--- src/sv/htd_pkg.sv ---
// Package for the Huffman tree decoder: field widths, action codes,
// sequencer states and the result struct. Has no dependencies.
package htd_pkg;

    localparam int ACTION_W = 2;
    localparam int COUNT_W  = 32;
    localparam int LCOUNT_W = 9;
    localparam int SYM_W    = 8;
    localparam int LFREQ_W  = 31;
    localparam int FREQ_W   = 32;
    localparam int BYTE_W   = 8;

    typedef enum logic [ACTION_W-1:0] {
        ACT_START  = 2'd0,
        ACT_LEAF   = 2'd1,
        ACT_STREAM = 2'd2
    } t_action;

    typedef enum logic [3:0] {
        S_IDLE,
        S_INIT,
        S_RDL,
        S_RDR,
        S_FL,
        S_FR,
        S_SUM,
        S_SRD,
        S_SFR,
        S_SCMP,
        S_SINS,
        S_ROOT,
        S_ROOT2,
        S_WRD,
        S_WBIT,
        S_WSYM
    } t_state;

    typedef struct packed {
        logic [SYM_W-1:0] symbol;
        logic             last;
        logic             block_done;
    } t_res;

endpackage

--- src/sv/htd_if.sv ---


interface htd_out_if;
    logic                       valid;
    logic                       ready;
    logic [htd_pkg::SYM_W-1:0]  symbol;
    logic                       last;
    logic                       block_done;

    modport source(output valid, symbol, last, block_done, input ready);
    modport sink(input valid, symbol, last, block_done, output ready);
endinterface

--- src/sv/htd_out_stage.sv ---
// Output register of the Huffman tree decoder: holds one result while the
// receiver stalls. Depends on htd_pkg and htd_if.
module htd_out_stage (
    input  logic           i_clk,
    input  logic           i_rst_n,
    input  logic           i_push_valid,
    input  htd_pkg::t_res  i_push,
    output logic           o_push_ready,
    htd_out_if.source      o_out
);
    logic          r_valid;
    htd_pkg::t_res r_data;

    assign o_push_ready     = !r_valid || o_out.ready;
    assign o_out.valid      = r_valid;
    assign o_out.symbol     = r_data.symbol;
    assign o_out.last       = r_data.last;
    assign o_out.block_done = r_data.block_done;

    always_ff @(posedge i_clk) begin
        if (!i_rst_n) begin
            r_valid <= 1'b0;
        end else if (i_push_valid && o_push_ready) begin
            r_valid <= 1'b1;
        end else if (o_out.ready) begin
            r_valid <= 1'b0;
        end
    end

    always_ff @(posedge i_clk) begin
        if (i_push_valid && o_push_ready) begin
            r_data <= i_push;
        end
    end

endmodule

--- src/flat_wrapper.sv ---
// flat-port wrapper written by rule: the top's interface ports become plain ports
module htd_out_stage_flat 
  (i_clk, i_rst_n, i_push_valid, i_push, o_push_ready, o_out_valid, o_out_symbol, o_out_last, o_out_block_done, o_out_ready);
  htd_out_if o_out_i ();
  input  logic i_clk;
  input  logic i_rst_n;
  input  logic i_push_valid;
  input  htd_pkg::t_res i_push;
  output logic o_push_ready;
  output wire logic [$bits(o_out_i.valid)-1:0] o_out_valid;
  output wire logic [$bits(o_out_i.symbol)-1:0] o_out_symbol;
  output wire logic [$bits(o_out_i.last)-1:0] o_out_last;
  output wire logic [$bits(o_out_i.block_done)-1:0] o_out_block_done;
  input wire logic [$bits(o_out_i.ready)-1:0] o_out_ready;
  assign o_out_valid = o_out_i.valid;
  assign o_out_symbol = o_out_i.symbol;
  assign o_out_last = o_out_i.last;
  assign o_out_block_done = o_out_i.block_done;
  assign o_out_i.ready = o_out_ready;
  htd_out_stage u_core (.i_clk(i_clk), .i_rst_n(i_rst_n), .i_push_valid(i_push_valid), .i_push(i_push), .o_push_ready(o_push_ready), .o_out(o_out_i));
endmodule
--- config.mk ---
export PLATFORM = sky130hd
export DESIGN_NAME = htd_out_stage_flat
export DESIGN_NICKNAME = d
export VERILOG_FILES = /design/src/sv/htd_pkg.sv /design/src/sv/htd_if.sv /design/src/sv/htd_out_stage.sv /design/src/flat_wrapper.sv
export SDC_FILE = /design/constraint.sdc
export NUM_CORES = 1
export LEC_CHECK = 0
export BUFFER_PORTS_ARGS = -buffer_cell sky130_fd_sc_hd__clkbuf_2
export CORE_AREA = 2 2 39 41
export DETAILED_ROUTE_END_ITERATION = 10
export DIE_AREA = 0 0 41 43
export PLACE_DENSITY = 0.54
export SLEW_MARGIN = 5
export SYNTH_ARGS = -nofsm -noshare
export SYNTH_HDL_FRONTEND = slang
export SYNTH_SLANG_ARGS = --single-unit
--- constraint.sdc ---
create_clock -name i_clk -period 1 [get_ports i_clk]
set_input_delay 0.05 -clock i_clk [delete_from_list [all_inputs] [get_ports i_clk]]
set_output_delay 0.05 -clock i_clk [all_outputs]
set_load 0.05 [all_outputs]
After elaboration in Yosys (flattened, before gate mapping)
Cells that the tools add are included.
- bits in registers: 11
- input bits: 14
- word-level logic and storage cells: 10
- multiplexer cells: 2
- reduce and logical (&&, ||, !) cells: 4
- operator list (kind ; number):
    2-to-1 mux 1 bit ; 2
    nonzero test 2 bit ; 1
    logical AND 1 bit ; 1
    zero test 1 bit ; 1
    logical OR 1 bit ; 1

Depth between registers and ports, before layout
- depth after elaboration: 4
- depth in mapped cells: 2
- mapped depth without buffers: 2

Worst setup path before layout
No wires, ideal clock.
- path type: reg-to-reg
- start: register u_core.r_valid, in the netlist u_core.o_out.valid
- end: register u_core.r_data (netlist bit u_core.o_out.block_done) (enable)
- library setup time: 0.251 ns
- arrival: 1.132 ns
- data required time: 0.749 ns
- setup slack: -0.383 ns
- stages on the path, launching flop included: 3
- period minus slack after synthesis: 1.383 ns
- cell sequence: dfxtp_1 > nand2b_4 > and2_4
- cells in the longest elaborated chain, start to end: 3
- RTL lines (element ; RTL line ; source):
    from (decl) ; htd_out_stage.sv:11 ; logic r_valid;
    from (signal assigned) ; htd_out_stage.sv:22 ; r_valid <= 1'b0;
    from (signal assigned) ; htd_out_stage.sv:24 ; r_valid <= 1'b1;
    from (signal assigned) ; htd_out_stage.sv:26 ; r_valid <= 1'b0;
    zero test 1 bit ; htd_out_stage.sv:14 ; assign o_push_ready = !r_valid || o_out.ready;
    logical OR 1 bit ; htd_out_stage.sv:14 ;
    named net o_push_ready ; flat_wrapper.sv:9 ; output logic o_push_ready;
    logical AND 1 bit ; htd_out_stage.sv:31 ; if (i_push_valid && o_push_ready) begin
    to (signal assigned) ; htd_out_stage.sv:32 ; r_data <= i_push;
    to (decl) ; htd_out_stage.sv:12 ; htd_pkg::t_res r_data;
The timed path passes the listed nets, and every way through them passes these cells.
A chain may end at the register's enable or synchronous reset.

Worst setup path after layout
- start: register u_core.r_valid, in the netlist u_core.o_out.valid
- end: output port o_push_ready
- cells in the longest elaborated chain, start to end: 2
- RTL lines (element ; RTL line):
    zero test 1 bit ; htd_out_stage.sv:14
    logical OR 1 bit ; htd_out_stage.sv:14
    to (decl) ; flat_wrapper.sv:9
Every way passes these cells.

==> metrics.txt <==
outcome completed; post-layout min period 0.9530 ns; Comb pwr share 19.5%; post-synth design cell area 357.8 µm²; detailed-route DRC error count 0; fraction of layout cells with a size suffix above 1 59.26%; Clock Latency Late Sink 0.26 ns; largest net degree at the start of global routing 11; post-synth top area share 83.92%; Mapped Cells 15; Max Fclk 1049 MHz; clock buffer depth 2; initial antenna violation count 0; Pwr Total 1.031 mW; # setup viols final 0; CP arrival 0.90 ns; cell internal pwr 0.7564 mW; maxcap violations 0; GP Congestion 0.5613; Post-DRT Antenna Nets 0; Switching Fraction 26.61%; die area 1763 µm²; Psw 0.2743 mW; post-layout util 45.93%; critical path type register to output port; Die X 41 µm; Leakage 0.2874 nW; CP Capture Type output port; global route overflow 0; commonest non-fill, non-tap cells in the layout clkbuf_2, dlygate4sd3_1, edfxtp_1; Final period util 95.30%; DRT Wirelength 680 µm; Worst-path clk slew 0.06 ns; total global-route track usage 10.00%; pre-CTS setup slack 0.07066 ns; most common cell after layout, fill and taps aside clkbuf_2; DR iter-0 viols 3; CTS tree built; fill cell count 128; Area growth syn-to-layout 77.62%; Flop pwr share 52.4%; Site Rows 14; PwrDens 1621 nW/µm²; RSZ-0062 raised after global routing false; Worst slew margin 81.48%; CTS sink count 11; Crit Path Max Fanout 3; Synth area leader edfxtp_1; n_diodes 0; Avg WL per Cell 9.714 µm; IO buf count 25; # IOs 26; count of cell types in the netlist 6; Req. time, crit path 0.95 ns; vias per cell 3.657; Synth area leaders edfxtp_1, dfxtp_1, nand2b_4; Hold Path Class input pin to register; # Post-CTS Setup Buffers 0; root buffer cell clkbuf_4; Starting Density 25.86%; Avg Inst Size Synth 23.86 µm²; fin nets 69; vias after detailed routing 256; first-pass iteration count of the detailed router 2; worst-path cell chain nand2b_4 > clkbuf_4; CP max-delay cell dfxtp_4; Net Count, Synth 29; Die Height 43 µm; Clock power frac 28.0%; vias in the first global route 243; #FFs+latches synth 11; final setup margin 0.04702 ns; Final Hold Viols 0; Worst Max-Slew Pin Slew 0.2790 ns; max incr delay on CP 0.35 ns; element type at the critical path start register; pins over their slew limit 0; clk_skew 0.003034 ns; total CTS buffers 3; first-pass GRT wire length 1048 µm; VDD IR max 0.7114 mV; YS warnings 0; htree depth 1; area of the core 1384 µm²; post-synthesis sequential area ratio 89.51%
==> worst max-delay path: cells and delay by family, from the launching register on <==
kind / cells / cell delay, ns
flip-flops: 1 / 0.35
AND/OR/NAND/NOR: 1 / 0.07
buffers and inverters: 1 / 0.22
==> cell usage after synthesis <==
| library cell | n |
|---|---|
| edfxtp_1 | 10 |
| a21boi_2 | 1 |
| and2_4 | 1 |
| dfxtp_1 | 1 |
| inv_1 | 1 |
| nand2b_4 | 1 |
==> what timing repair did <==
action                                  CTS  global route
resized for setup                         1             0
hold endpoints to repair                 10             0
hold buffers                             10             0
endpoints found under the setup margin    1             0
==> power groups by stage <==
stage / clock network [mW] / registers (mW) / logic, mW
floorplan: 0 / 0.644 / 0.0260
global placement: 0 / 0.550 / 0.171
detailed placement: 0 / 0.551 / 0.171
CTS: 0.302 / 0.541 / 0.203
global route: 0.320 / 0.543 / 0.213
finish: 0.289 / 0.540 / 0.201
==> routing by layer <==
metal	global-route usage, %	share of wire, %
met2	14.69	56
met3	3.141	9.7
met5	0	0
met4	10.00	0.59
met1	10.17	33
==> logic make-up (layout without fill, tap and decap cells) <==
kind of cell    Yosys count  in the layout  synth area share [%]
compound gates            1              1                 3.147
buf+inv                   1             40                 1.048
flops                    11             11                 89.51
simple gates              2              2                 6.293
==> sequential cells by signal, indices dropped and copies added, names as in the netlist <==
| name | count |
|---|---|
| u_core.o_out.block_done | 1 |
| u_core.o_out.symbol | 8 |
| u_core.o_out.last | 1 |
| u_core.o_out.valid | 1 |
==> cell type report <==
type	count	area [µm²]	share of cell area [%]
Sequential cell	11	324.1	50.98
Inverter	1	3.754	0.5906
Clock buffer	4	26.28	4.134
Multi-Input combinational cell	3	33.78	5.315
Timing Repair Buffer	35	227.7	35.83
Tap cell	16	20.02	3.150
==> per-stage QoR <==
stage / hold WS, ns / TNS (ns) / instance area, µm² / instances
floorplan: 0.1489 / -1.102 / 361.6 / 15
global placement: 0.2309 / 0 / 506.7 / 56
detailed placement: 0.2292 / 0 / 506.7 / 56
CTS: 0.004509 / 0 / 635.6 / 70
global route: 0.02684 / 0 / 635.6 / 70
finish: 0.01208 / 0 / 635.6 / 70
==> final timing paths <==
kind / startpoint / to / slack (ns) / cells after the start
max: u_core.o_out.valid / o_push_ready / 0.05 / 2
max reg2reg: u_core.o_out.valid / u_core.o_out.symbol[3] / 0.07 / 2
min reg2reg: u_core.o_out.valid / u_core.o_out.valid / 0.50 / 2
min: i_push_valid / u_core.o_out.valid / 0.01 / 3
No activity file was read; power rests on OpenSTA's default activity.
